[src/design/i2cmbc_pkg.sv]
package i2cmbc_pkg;

   localparam int HALF_PERIOD_WIDTH = 16;
   localparam logic [HALF_PERIOD_WIDTH-1:0] HALF_PERIOD_RESET = 16'd100;

   typedef enum logic [2:0] {
      OP_TICK  = 3'd0,
      OP_START = 3'd1,
      OP_STOP  = 3'd2,
      OP_WRITE = 3'd3,
      OP_READ  = 3'd4
   } op_type;

   typedef enum logic [12:0] {
      PH_IDLE     = 13'b0000000000001,
      PH_ST_A     = 13'b0000000000010,
      PH_ST_B     = 13'b0000000000100,
      PH_SP_A     = 13'b0000000001000,
      PH_SP_B     = 13'b0000000010000,
      PH_WR_LOW   = 13'b0000000100000,
      PH_WR_HIGH  = 13'b0000001000000,
      PH_WR_ACKLO = 13'b0000010000000,
      PH_WR_ACKHI = 13'b0000100000000,
      PH_RD_HIGH  = 13'b0001000000000,
      PH_RD_LOW   = 13'b0010000000000,
      PH_RD_ACKLO = 13'b0100000000000,
      PH_RD_ACKHI = 13'b1000000000000
   } phase_type;

   typedef struct packed {
      logic [2:0] operation;
      logic [7:0] tx_byte;
      logic       send_ack;
      logic       sda_in;
   } req_word_type;

   typedef struct packed {
      logic       scl_out;
      logic       sda_out;
      logic       busy_res;
      logic       done_res;
      logic [7:0] rx_byte;
      logic       ack_bit;
      logic       cmd_rejected;
   } rsp_word_type;

endpackage

[src/design/i2cmbc_chan_if.sv]
interface i2cmbc_chan_if #(
   parameter type payload_type = logic
);
   logic        valid;
   logic        ready;
   payload_type payload;

   modport source (output valid, output payload, input ready);
   modport sink (input valid, input payload, output ready);
endinterface

[src/design/i2cmbc_engine.sv]
module i2cmbc_engine (
   input  logic                                           clock,
   input  logic                                           reset,
   input  logic                                           step,
   input  i2cmbc_pkg::req_word_type                       item,
   input  logic [i2cmbc_pkg::HALF_PERIOD_WIDTH-1:0]       half_period,
   output i2cmbc_pkg::rsp_word_type                       result
);
   import i2cmbc_pkg::*;

   phase_type                    phase_ff, phase_in;
   logic [3:0]                   bit_count_ff, bit_count_in;
   logic [7:0]                   shift_ff, shift_in;
   logic [HALF_PERIOD_WIDTH-1:0] wait_count_ff, wait_count_in;
   logic                         scl_ff, scl_in;
   logic                         sda_ff, sda_in;
   logic                         ack_hold_ff, ack_hold_in;
   logic                         ack_choice_ff, ack_choice_in;
   logic [7:0]                   rx_hold_ff, rx_hold_in;
   logic                         done, rejected;
   logic [HALF_PERIOD_WIDTH-1:0] wait_load;
   logic [3:0]                   bit_next;
   logic                         is_cmd;

   // zero half period behaves as one
   assign wait_load = (half_period == '0) ? HALF_PERIOD_WIDTH'(1) : half_period;
   assign bit_next  = bit_count_ff + 4'd1;
   assign is_cmd    = (item.operation == OP_START) || (item.operation == OP_STOP) ||
                      (item.operation == OP_WRITE) || (item.operation == OP_READ);

   always_comb begin
      phase_in      = phase_ff;
      bit_count_in  = bit_count_ff;
      shift_in      = shift_ff;
      wait_count_in = wait_count_ff;
      scl_in        = scl_ff;
      sda_in        = sda_ff;
      ack_hold_in   = ack_hold_ff;
      ack_choice_in = ack_choice_ff;
      rx_hold_in    = rx_hold_ff;
      done          = 1'b0;
      rejected      = 1'b0;
      if (phase_ff != PH_IDLE) begin
         rejected = is_cmd;
         if (wait_count_ff > HALF_PERIOD_WIDTH'(1)) begin
            wait_count_in = wait_count_ff - HALF_PERIOD_WIDTH'(1);
         end else begin
            wait_count_in = '0;
            unique case (phase_ff)
               PH_ST_A: begin
                  sda_in = 1'b0;
                  wait_count_in = wait_load;
                  phase_in = PH_ST_B;
               end
               PH_ST_B: begin
                  scl_in = 1'b0;
                  phase_in = PH_IDLE;
                  done = 1'b1;
               end
               PH_SP_A: begin
                  sda_in = 1'b1;
                  wait_count_in = wait_load;
                  phase_in = PH_SP_B;
               end
               PH_SP_B: begin
                  phase_in = PH_IDLE;
                  done = 1'b1;
               end
               PH_WR_LOW: begin
                  scl_in = 1'b1;
                  wait_count_in = wait_load;
                  phase_in = PH_WR_HIGH;
               end
               PH_WR_HIGH: begin
                  scl_in = 1'b0;
                  bit_count_in = bit_next;
                  wait_count_in = wait_load;
                  if (!bit_next[3]) begin
                     sda_in = shift_ff[3'(3'd7 - bit_next[2:0])];
                     phase_in = PH_WR_LOW;
                  end else begin
                     sda_in = 1'b1;
                     phase_in = PH_WR_ACKLO;
                  end
               end
               PH_WR_ACKLO: begin
                  scl_in = 1'b1;
                  ack_hold_in = item.sda_in;
                  wait_count_in = wait_load;
                  phase_in = PH_WR_ACKHI;
               end
               PH_WR_ACKHI: begin
                  scl_in = 1'b0;
                  phase_in = PH_IDLE;
                  done = 1'b1;
               end
               PH_RD_HIGH: begin
                  shift_in = {shift_ff[6:0], item.sda_in};
                  scl_in = 1'b0;
                  wait_count_in = wait_load;
                  phase_in = PH_RD_LOW;
               end
               PH_RD_LOW: begin
                  bit_count_in = bit_next;
                  wait_count_in = wait_load;
                  if (!bit_next[3]) begin
                     scl_in = 1'b1;
                     phase_in = PH_RD_HIGH;
                  end else begin
                     sda_in = !ack_choice_ff;
                     phase_in = PH_RD_ACKLO;
                  end
               end
               PH_RD_ACKLO: begin
                  scl_in = 1'b1;
                  wait_count_in = wait_load;
                  phase_in = PH_RD_ACKHI;
               end
               PH_RD_ACKHI: begin
                  scl_in = 1'b0;
                  sda_in = 1'b1;
                  rx_hold_in = shift_ff;
                  phase_in = PH_IDLE;
                  done = 1'b1;
               end
               default: phase_in = PH_IDLE;
            endcase
         end
      end else begin
         unique case (item.operation)
            OP_START: begin
               sda_in = 1'b1;
               scl_in = 1'b1;
               wait_count_in = wait_load;
               phase_in = PH_ST_A;
            end
            OP_STOP: begin
               sda_in = 1'b0;
               scl_in = 1'b1;
               wait_count_in = wait_load;
               phase_in = PH_SP_A;
            end
            OP_WRITE: begin
               shift_in = item.tx_byte;
               bit_count_in = '0;
               sda_in = item.tx_byte[7];
               wait_count_in = wait_load;
               phase_in = PH_WR_LOW;
            end
            OP_READ: begin
               shift_in = '0;
               bit_count_in = '0;
               ack_choice_in = item.send_ack;
               sda_in = 1'b1;
               scl_in = 1'b1;
               wait_count_in = wait_load;
               phase_in = PH_RD_HIGH;
            end
            default: ;
         endcase
      end
   end

   assign result.scl_out      = scl_in;
   assign result.sda_out      = sda_in;
   assign result.busy_res     = (phase_in != PH_IDLE);
   assign result.done_res     = done;
   assign result.rx_byte      = rx_hold_in;
   assign result.ack_bit      = ack_hold_in;
   assign result.cmd_rejected = rejected;

   always_ff @(posedge clock) begin
      if (reset) begin
         phase_ff      <= PH_IDLE;
         bit_count_ff  <= '0;
         shift_ff      <= '0;
         wait_count_ff <= '0;
         scl_ff        <= 1'b1;
         sda_ff        <= 1'b1;
         ack_hold_ff   <= 1'b1;
         ack_choice_ff <= 1'b0;
         rx_hold_ff    <= '0;
      end else if (step) begin
         phase_ff      <= phase_in;
         bit_count_ff  <= bit_count_in;
         shift_ff      <= shift_in;
         wait_count_ff <= wait_count_in;
         scl_ff        <= scl_in;
         sda_ff        <= sda_in;
         ack_hold_ff   <= ack_hold_in;
         ack_choice_ff <= ack_choice_in;
         rx_hold_ff    <= rx_hold_in;
      end
   end

`ifndef SYNTHESIS
   a_done_not_busy: assert property (@(posedge clock) disable iff (reset)
      step && result.done_res |-> !result.busy_res)
      else $error("done raised while still busy");
   a_no_reject_idle: assert property (@(posedge clock) disable iff (reset)
      step && (phase_ff == PH_IDLE) |-> !result.cmd_rejected)
      else $error("command rejected while idle");
   a_wait_armed: assert property (@(posedge clock) disable iff (reset)
      (phase_ff != PH_IDLE) |-> (wait_count_ff != '0))
      else $error("active phase with no wait pending");
   a_bit_range: assert property (@(posedge clock) disable iff (reset)
      (phase_ff == PH_WR_LOW) || (phase_ff == PH_RD_HIGH) |-> !bit_count_ff[3])
      else $error("bit counter past last data bit");
`endif

endmodule

[src/design/i2c_master_byte_controller_top.sv]
// channel | role   | word                               | handshake
// req_if  | input  | operation, tx_byte, send_ack, sda  | valid/ready
// rsp_if  | output | scl, sda, busy, done, rx, ack, rej | valid/ready
// csr_if  | input  | half_period_ticks (16 bit)         | valid/ready, ready when input reg empty
//
// one tick accepted per cycle while the result side is not stalled; a tick's result word
// passes through the input register, then the result register after the bus sequencer
// reset is synchronous and active high: bus released, half period 100
// a stalled result holds the result register and backs up into the input
// register; the sequencer only advances when a tick moves to the result side
module i2c_master_byte_controller_top (
   input logic          clock,
   input logic          reset,
   i2cmbc_chan_if.sink   req_if,
   i2cmbc_chan_if.source rsp_if,
   i2cmbc_chan_if.sink   csr_if
);
   import i2cmbc_pkg::*;

   logic                         in_valid_ff, in_valid_in;
   req_word_type                 in_word_ff;
   logic                         rsp_valid_ff, rsp_valid_in;
   rsp_word_type                 rsp_word_ff;
   logic [HALF_PERIOD_WIDTH-1:0] half_period_ff;
   logic                         advance;
   rsp_word_type                 step_result;

   assign advance       = in_valid_ff && (!rsp_valid_ff || rsp_if.ready);
   assign req_if.ready  = !in_valid_ff || advance;
   // no half period change while a tick waits in the input register
   assign csr_if.ready  = !in_valid_ff;
   assign rsp_if.valid  = rsp_valid_ff;
   assign rsp_if.payload = rsp_word_ff;

   always_comb begin
      in_valid_in = in_valid_ff;
      if (req_if.ready) begin
         in_valid_in = req_if.valid;
      end
      rsp_valid_in = rsp_valid_ff;
      if (advance) begin
         rsp_valid_in = 1'b1;
      end else if (rsp_if.ready) begin
         rsp_valid_in = 1'b0;
      end
   end

   always_ff @(posedge clock) begin
      if (reset) begin
         in_valid_ff    <= 1'b0;
         rsp_valid_ff   <= 1'b0;
         half_period_ff <= HALF_PERIOD_RESET;
      end else begin
         in_valid_ff  <= in_valid_in;
         rsp_valid_ff <= rsp_valid_in;
         if (csr_if.valid && csr_if.ready) begin
            half_period_ff <= csr_if.payload;
         end
      end
   end

   always_ff @(posedge clock) begin
      if (req_if.valid && req_if.ready) begin
         in_word_ff <= req_if.payload;
      end
      if (advance) begin
         rsp_word_ff <= step_result;
      end
   end

   i2cmbc_engine u_engine (
      .clock       (clock),
      .reset       (reset),
      .step        (advance),
      .item        (in_word_ff),
      .half_period (half_period_ff),
      .result      (step_result)
   );

endmodule

[src/flat_wrapper.sv]
// flat-port wrapper written by rule: the top's interface ports become plain ports
module i2c_master_byte_controller_top_flat import i2cmbc_pkg::*;
  (clock, reset, req_if_valid, req_if_payload, req_if_ready, rsp_if_valid, rsp_if_payload, rsp_if_ready, csr_if_valid, csr_if_payload, csr_if_ready);
  i2cmbc_chan_if #(.payload_type(req_word_type)) req_if_i ();
  i2cmbc_chan_if #(.payload_type(rsp_word_type)) rsp_if_i ();
  i2cmbc_chan_if #(.payload_type(logic [HALF_PERIOD_WIDTH-1:0])) csr_if_i ();
  input logic clock;
  input logic reset;
  input wire logic [$bits(req_if_i.valid)-1:0] req_if_valid;
  input wire logic [$bits(req_if_i.payload)-1:0] req_if_payload;
  output wire logic [$bits(req_if_i.ready)-1:0] req_if_ready;
  output wire logic [$bits(rsp_if_i.valid)-1:0] rsp_if_valid;
  output wire logic [$bits(rsp_if_i.payload)-1:0] rsp_if_payload;
  input wire logic [$bits(rsp_if_i.ready)-1:0] rsp_if_ready;
  input wire logic [$bits(csr_if_i.valid)-1:0] csr_if_valid;
  input wire logic [$bits(csr_if_i.payload)-1:0] csr_if_payload;
  output wire logic [$bits(csr_if_i.ready)-1:0] csr_if_ready;
  assign req_if_i.valid = req_if_valid;
  assign req_if_i.payload = req_if_payload;
  assign req_if_ready = req_if_i.ready;
  assign rsp_if_valid = rsp_if_i.valid;
  assign rsp_if_payload = rsp_if_i.payload;
  assign rsp_if_i.ready = rsp_if_ready;
  assign csr_if_i.valid = csr_if_valid;
  assign csr_if_i.payload = csr_if_payload;
  assign csr_if_ready = csr_if_i.ready;
  i2c_master_byte_controller_top u_core (.clock(clock), .reset(reset), .req_if(req_if_i), .rsp_if(rsp_if_i), .csr_if(csr_if_i));
endmodule
[config.mk]
export PLATFORM = sky130hd
export DESIGN_NAME = i2c_master_byte_controller_top_flat
export DESIGN_NICKNAME = d
export VERILOG_FILES = /design/src/design/i2cmbc_pkg.sv /design/src/design/i2cmbc_chan_if.sv /design/src/design/i2cmbc_engine.sv /design/src/design/i2c_master_byte_controller_top.sv /design/src/flat_wrapper.sv
export SDC_FILE = /design/constraint.sdc
export NUM_CORES = 1
export LEC_CHECK = 0
export ABC_AREA = 1
export BUFFER_PORTS_ARGS = -buffer_cell sky130_fd_sc_hd__buf_4
export CORE_UTILIZATION = 60
export DETAILED_ROUTE_END_ITERATION = 7
export GPL_TIMING_DRIVEN = 0
export PLACE_DENSITY = 0.86
export SLEW_MARGIN = 20
export SYNTH_ARGS = -nofsm -noshare
export SYNTH_HDL_FRONTEND = slang
export SYNTH_SLANG_ARGS = --single-unit
[constraint.sdc]
create_clock -name clock -period 2.2 [get_ports clock]
set_input_delay 0.55 -clock clock [delete_from_list [all_inputs] [get_ports clock]]
set_output_delay 0.55 -clock clock [all_outputs]
set_load 0.02 [all_outputs]
==> results of run 1 <==
[cell families (layout without fill, tap and decap cells)]
logic type | Yosys count | after routing
buf+inv | 133 | 207
flops | 98 | 98
compound gates | 175 | 175
simple gates | 307 | 307
xor+xnor | 12 | 12
fa+ha+maj | 3 | 3
[through the flow]
stage	hold WS (ns)	TNS, ns	setup slack, ns
after floorplan	0.429	0	0.259
after CTS	0.344	0	0.00572
after global routing	0.335	-0.0688	-0.0501
after detailed placement	0.463	-5.10	-0.300
after global placement	0.456	-3.96	-0.220
final	0.350	0	0.0923
[layout make-up]
cell class / count / area (um^2)
buffer: 27 / 184
timing repair buffer: 58 / 433
tap: 108 / 135
fill: 698 / 2500
clock inverter: 6 / 58.8
clock buffer: 10 / 138
sequential: 98 / 2230
inverter: 106 / 405
multi-input combinational: 497 / 2760
[how the worst min path moves through the flow]
| stage | from | slack, ns | endpoint | depth (start not counted) |
|---|---|---|---|---|
| after floorplan | u_core.u_engine.ack_choice_ff | 0.43 | u_core.u_engine.ack_choice_ff | 2 |
| after CTS | req_if_payload[4] | 0.34 | u_core.in_word_ff[4] | 1 |
| after global placement | u_core.u_engine.ack_hold_ff | 0.46 | u_core.u_engine.ack_hold_ff | 2 |
| final | req_if_payload[2] | 0.35 | u_core.in_word_ff[2] | 1 |
| after detailed placement | u_core.u_engine.wait_count_ff[15] | 0.46 | u_core.u_engine.wait_count_ff[15] | 2 |
| after global routing | req_if_payload[7] | 0.33 | u_core.in_word_ff[7] | 1 |
[what timing repair did]
item / 4_1_cts / 5_1_grt
hold buffers: 0 / 0
setup endpoints to repair: 1 / 21
setup buffers: 1 / 6
pin swaps: 1 / 6
gates cloned: 0 / 1
resized for setup: 4 / 13
[power by group through the flow]
stage	combinational (mW)	clock, mW	sequential (mW)
finish	3.96	1.14	2.25
global route	4.27	1.22	2.28
CTS	3.67	1.15	2.24
detailed placement	3.56	0	2.28
global placement	3.46	0	2.27
floorplan	2.80	0	2.26
[metal layers]
metal  global-route usage [%]  vias to the layer above  share of wire (%)
li1                         -                     2526                  -
met1                     39.1                     2371                 45
met2                     46.0                      228                 46
met3                     4.15                       35                6.3
met4                     11.7                        0                2.9
met5                        0                        -                  0
[state kept, by name, summed over array words and instances (netlist names), 4 cells and up]
signal                         flops
u_core.u_engine.wait_count_ff     16
u_core.u_engine.shift_ff           8
u_core.u_engine.bit_count_ff       4
u_core.u_engine.phase_ff          13
u_core.in_word_ff                 13
u_core.half_period_ff             16
u_core.rsp_if.payload             14
u_core.u_engine.rx_hold_ff         8
[cells in the mapped netlist, types with 2 or more instances]
master    number
o21ai_1        7
nand2_2       15
o21ai_0       61
o21ai_2       17
buf_6          2
nand3_1       51
nor2_8         5
xor2_1         8
buf_4          2
o211ai_1       6
inv_1         96
inv_4          2
nand2_1      117
buf_12         2
ha_1           3
nand2_4        6
o22ai_1        2
xnor2_1        4
o211ai_2       8
nor2_2         6
buf_2          7
nor3_1         5
nor4_1         4
nand4_1        5
nor2_4         7
inv_2          7
edfxtp_1      27
a21oi_1       63
clkbuf_1      12
dfxtp_1       71
nand3_2        2
nor2_1        80
a21oi_2        8
[critical path, cell delays in order (launching register included)]
cell and delay (ns):
dfxtp_2 0.38, inv_1 0.06, ha_2 0.19, inv_1 0.11, nor2_4 0.06, inv_2 0.08, nor2_4 0.06, buf_4 0.13
o21ai_2 0.19, nand2_2 0.13, buf_2 0.22, a21oi_1 0.22, o211ai_2 0.12, a21oi_2 0.11
==> impl_metrics.tcl, run 1 <==
set metrics [dict create \
    finalHoldViolCount 0 \
    drtAntennaViolNets 0 \
    grt_setup_unrepaired "yes" \
    die_h_um 98.1 \
    p_total_mw 7.35 \
    synth_top_family_by_area "simple AND/OR/NAND/NOR gates" \
    yosysUniqueCellTypes 43 \
    post_synth_inst_count 728 \
    gr-total-overflow 0 \
    yosys_register_bits 98 \
    clkLatencyLatePin_ns 0.37 \
    p_sw_share_pct 46.2 \
    wirelength_um 13500 \
    setup_viol 0 \
    fin_nets 834 \
    worst_pin_slew_ns 0.795 \
    synth-edff-count 27 \
    startpoint_type "flop" \
    async_flop_share_pct 0 \
    synth_xor_area_share_pct 1.90 \
    p_int_mw 3.95 \
    worst-path-max-fanout 10 \
    post-place-cells 886 \
    clock_path_buffers 2 \
    cp-end-kind "flop" \
    synth_top_cell_by_area "dfxtp_1" \
    p_switching_mw 3.40 \
    rr_worst_depth 13 \
    post-route-util_pct 71.8 \
    via_count 5160 \
    synthMuxAreaShare_pct 0 \
    dpl-instance-area_mm2 0.00605 \
    dr.pass1.iters 7 \
    drt_iter0_markers 395 \
    cap_violations 0 \
    critPathLaunch "u_core.u_engine.wait_count_ff[0]" \
    r2r-end "u_core.u_engine.wait_count_ff[14]" \
    syn_area_mm2 0.00554 \
    syn-mean-instance-area_um2 7.61 \
    synth_area_leaders "dfxtp_1, edfxtp_1, nand2_1" \
    power_density_mw_per_mm2 1160 \
    layout_common_cells "nand2_1, inv_1, nor2_1, dfxtp_1, o21ai_0" \
    stdcell_count 910 \
    start_util_pct 62.6 \
    synth_top_area_share_pct 25.7 \
    first_global_vias 4639 \
    syn_to_final_growth_pct 14.7 \
    io_buffers 50 \
    power_frac_comb_pct 53.9 \
    core_mm2 0.00885 \
    die_w_um 98.1 \
    path_clk_slew_ns 0.10 \
    synth_nets 765 \
    cts.sinks 98 \
    violations "design-rule violations" \
    drive_gt1_share_pct 23.1 \
    power_frac_seq_pct 30.6 \
    layout_commonest_cell "nand2_1" \
    synth_compound_area_share_pct 19.1 \
    fin_worst_skew_ns 0.0126 \
    cts_root_buffer "clkbuf_8" \
    r2r-start "u_core.u_engine.wait_count_ff[0]" \
    synthSimpleGateAreaFrac_pct 27.5 \
    diodes 0 \
    worstPathArrival_ns 2.41 \
    drc 4 \
    criticalPathCategory "reg -> reg" \
    die_area_mm2 0.00962 \
    status "complete, but fails checks" \
    endpoint "u_core.u_engine.wait_count_ff[14]" \
    avgViaCountPerCell 5.67 \
    stdcell_area_mm2 0.00635 \
    detail_route.wl_per_cell_um 14.8 \
    cp.required_ns 2.50 \
    cts_tree "built" \
    period_share_pct 95.8 \
    synth_ff_type "dfxtp_1" \
    dp_hpwl_um 10100 \
    relSlewSlack_pct 47.0 \
    grt_pass1_wl_um 22000 \
    antenna_found_initial 0 \
    layout_min_cycle_time_ns 2.11 \
    worstHoldPathType "in -> reg" \
    yosys_warnings 0 \
    drv_slew 0 \
    synth_fa_ha_area_share_pct 0.678 \
    cts_buffers 9 \
    power_frac_clock_pct 15.5 \
    max_freq_mhz 474 \
    htreeDepth 3 \
    p_leak_nw 2.85 \
    pin_count 51 \
    seq_area_frac_synth_pct 40.3 \
    grt_max_degree 24 \
    r2r_setup_slack_ns 0.09 \
    peakVddDrop_mv 0.757 \
    rows 34 \
    gp_congestion 0.953 \
    grt.total_usage_pct 28.7 \
]
Power figures use the tool's default switching activity.
==> run 2, diff against run 1 <==
Settings changed: REMOVE_ABC_BUFFERS from default to 1.
==> impl_metrics.tcl, run 2 (synthesis results as in run 1) <==
set metrics [dict create \
    violations "design-rule violations" \
    dr.pass1.iters 7 \
    cpLargestDelayFamily "simple AND/OR/NAND/NOR gates" \
    drv_slew 0 \
    clock_path_buffers 2 \
    min-delay-start "req_if_payload[3]" \
    first_global_vias 4967 \
    crit_buf_inv 4 \
    dp_slack_ns -1.13 \
    grt.total_usage_pct 29.3 \
    gp_congestion 0.952 \
    die_area_mm2 0.00962 \
    grt_max_degree 42 \
    p_int_mw 4.01 \
    worst_pin_slew_ns 1.00 \
    critPathLaunch "u_core.u_engine.wait_count_ff[0]" \
    worstPathArrival_ns 2.39 \
    relSlewSlack_pct 33.2 \
    cts_root_buffer "clkbuf_8" \
    cp_slowest_cell "dfxtp_4" \
    detail_route.wl_per_cell_um 15.3 \
    power_frac_seq_pct 30.1 \
    htreeDepth 3 \
    core_mm2 0.00885 \
    timing.final.ws_setup_ns 0.0708 \
    p_leak_nw 2.85 \
    pin_count 51 \
    grt_pass1_wl_um 22500 \
    worst-path-max-fanout 7 \
    finalHoldViolCount 0 \
    max_stage_delay_ns 0.36 \
    stdcell_count 899 \
    power_density_mw_per_mm2 1170 \
    cp.required_ns 2.46 \
    drc 3 \
    power_frac_clock_pct 15.5 \
    p_switching_mw 3.45 \
    avgViaCountPerCell 5.79 \
    die_h_um 98.1 \
    period_share_pct 96.8 \
    cts.sinks 98 \
    start_util_pct 62.6 \
    peakVddDrop_mv 0.819 \
    cts_tree "built" \
    wirelength_um 13800 \
    p_sw_share_pct 46.3 \
    max_freq_mhz 470 \
    startpoint_type "flop" \
    via_count 5204 \
    worstHoldPathType "in -> reg" \
    cap_violations 0 \
    io_buffers 50 \
    clkLatencyLatePin_ns 0.37 \
    layout_common_cells "nand2_1, inv_1, nor2_1, dfxtp_1, buf_4" \
    path_clk_slew_ns 0.09 \
    fill_cells 661 \
    gr-total-overflow 0 \
    drive_gt1_share_pct 24.4 \
    status "complete, but fails checks" \
    syn_to_final_growth_pct 15.6 \
    fin_nets 823 \
    diodes 0 \
    drtAntennaViolNets 0 \
    setup_viol 0 \
    cts_buffers 9 \
    layout_min_cycle_time_ns 2.13 \
    antenna_found_initial 0 \
    fin_worst_skew_ns 0.0106 \
    cp_cell_sequence "inv_1 > ha_2 > inv_2 > nor2_2 > inv_2 > nor2_4 > buf_4 > nor2_4 > nor2_8 > nand2_4 > nand2_1 > nand3_2 > o21ai_0 > a21oi_1" \
    drt_iter0_markers 399 \
    criticalPathCategory "reg -> reg" \
    post-place-cells 859 \
    rows 34 \
    cp-end-kind "flop" \
    r2r-start "u_core.u_engine.wait_count_ff[0]" \
    layout_commonest_cell "nand2_1" \
    die_w_um 98.1 \
    hold_ws_ns 0.345 \
    dp_hpwl_um 8740 \
    power_frac_comb_pct 54.4 \
]
==> run 2: cell types whose count changed in the layout (fill, tap and decap cells not counted), sizes merged <==
| cell | previous run | this run |
|---|---|---|
| clkbuf | 22 | 12 |
| buf | 73 | 70 |
| inv | 108 | 105 |
| clkinvlp | 1 | 3 |
| bufinv | 0 | 1 |
| nand2 | 139 | 140 |
| nor2 | 98 | 99 |
==> run 2: cell type report <==
class / count / area [um^2] / area share (%)
clock buffer: 11 / 131 / 2.05
clock inverter: 5 / 55.1 / 0.860
inverter: 106 / 414 / 6.47
multi-input combinational: 499 / 2820 / 44.1
sequential: 98 / 2240 / 35.0
tap: 108 / 135 / 2.11
timing repair buffer: 71 / 596 / 9.31
timing repair inverter: 1 / 7.51 / 0.117
==> run 2: worst reg2reg max path: stages, from the launching register on <==
cell	delay, ns
dfxtp_4	0.36
inv_1	0.06
ha_2	0.18
inv_2	0.04
nor2_2	0.11
inv_2	0.08
nor2_4	0.17
buf_4	0.15
nor2_4	0.04
nor2_8	0.12
nand2_4	0.12
nand2_1	0.12
nand3_2	0.13
o21ai_0	0.26
a21oi_1	0.08
==> run 2: routing by layer <==
layer	wire length, um	vias to the layer above	share of wire, %	global-route usage, %
met5	0	-	0	0
met4	466	0	3.4	13.9
met3	893	52	6.5	6.51
met2	7040	239	51	51.8
met1	5370	2402	39	33.6
li1	-	2511	-	-
==> run 2: what timing repair did <==
item | CTS | global route
gates resized for setup | 6 | 32
buffers inserted | 10 | 10
hold buffers | 0 | 0
setup endpoints to repair | 50 | 41
gates cloned | 3 | 1
pin swaps | 3 | 11
==> run 2: final timing paths <==
| kind | to | slack [ns] | depth (start not counted) |
|---|---|---|---|
| setup reg to reg | u_core.u_engine.bit_count_ff[2] | 0.07 | 14 |
| hold / removal | u_core.in_word_ff[3] | 0.34 | 1 |
| hold reg to reg | u_core.u_engine.wait_count_ff[15] | 0.47 | 2 |
| setup / recovery | u_core.u_engine.bit_count_ff[2] | 0.07 | 14 |
==> run 2: power by group through the flow <==
stage / clock, mW / sequential [mW] / combinational, mW
2_1_floorplan: 0 / 2.26 / 2.56
3_3_place_gp: 0 / 2.27 / 3.19
3_5_place_dp: 0 / 2.28 / 3.30
4_1_cts: 1.16 / 2.24 / 3.61
5_1_grt: 1.23 / 2.27 / 4.39
6_report: 1.16 / 2.25 / 4.06
==> run 2: through the flow <==
stage	power [mW]	TNS [ns]	utilization [%]	cell area, um^2
floorplan	4.83	-20.65	-	5360
global placement	5.46	-64.63	66.3	5870
detailed placement	5.57	-39.21	66.4	5870
CTS	7.01	0	70.2	6210
global route	7.89	-0.145	72.3	6400
finish	7.46	0	72.3	6400
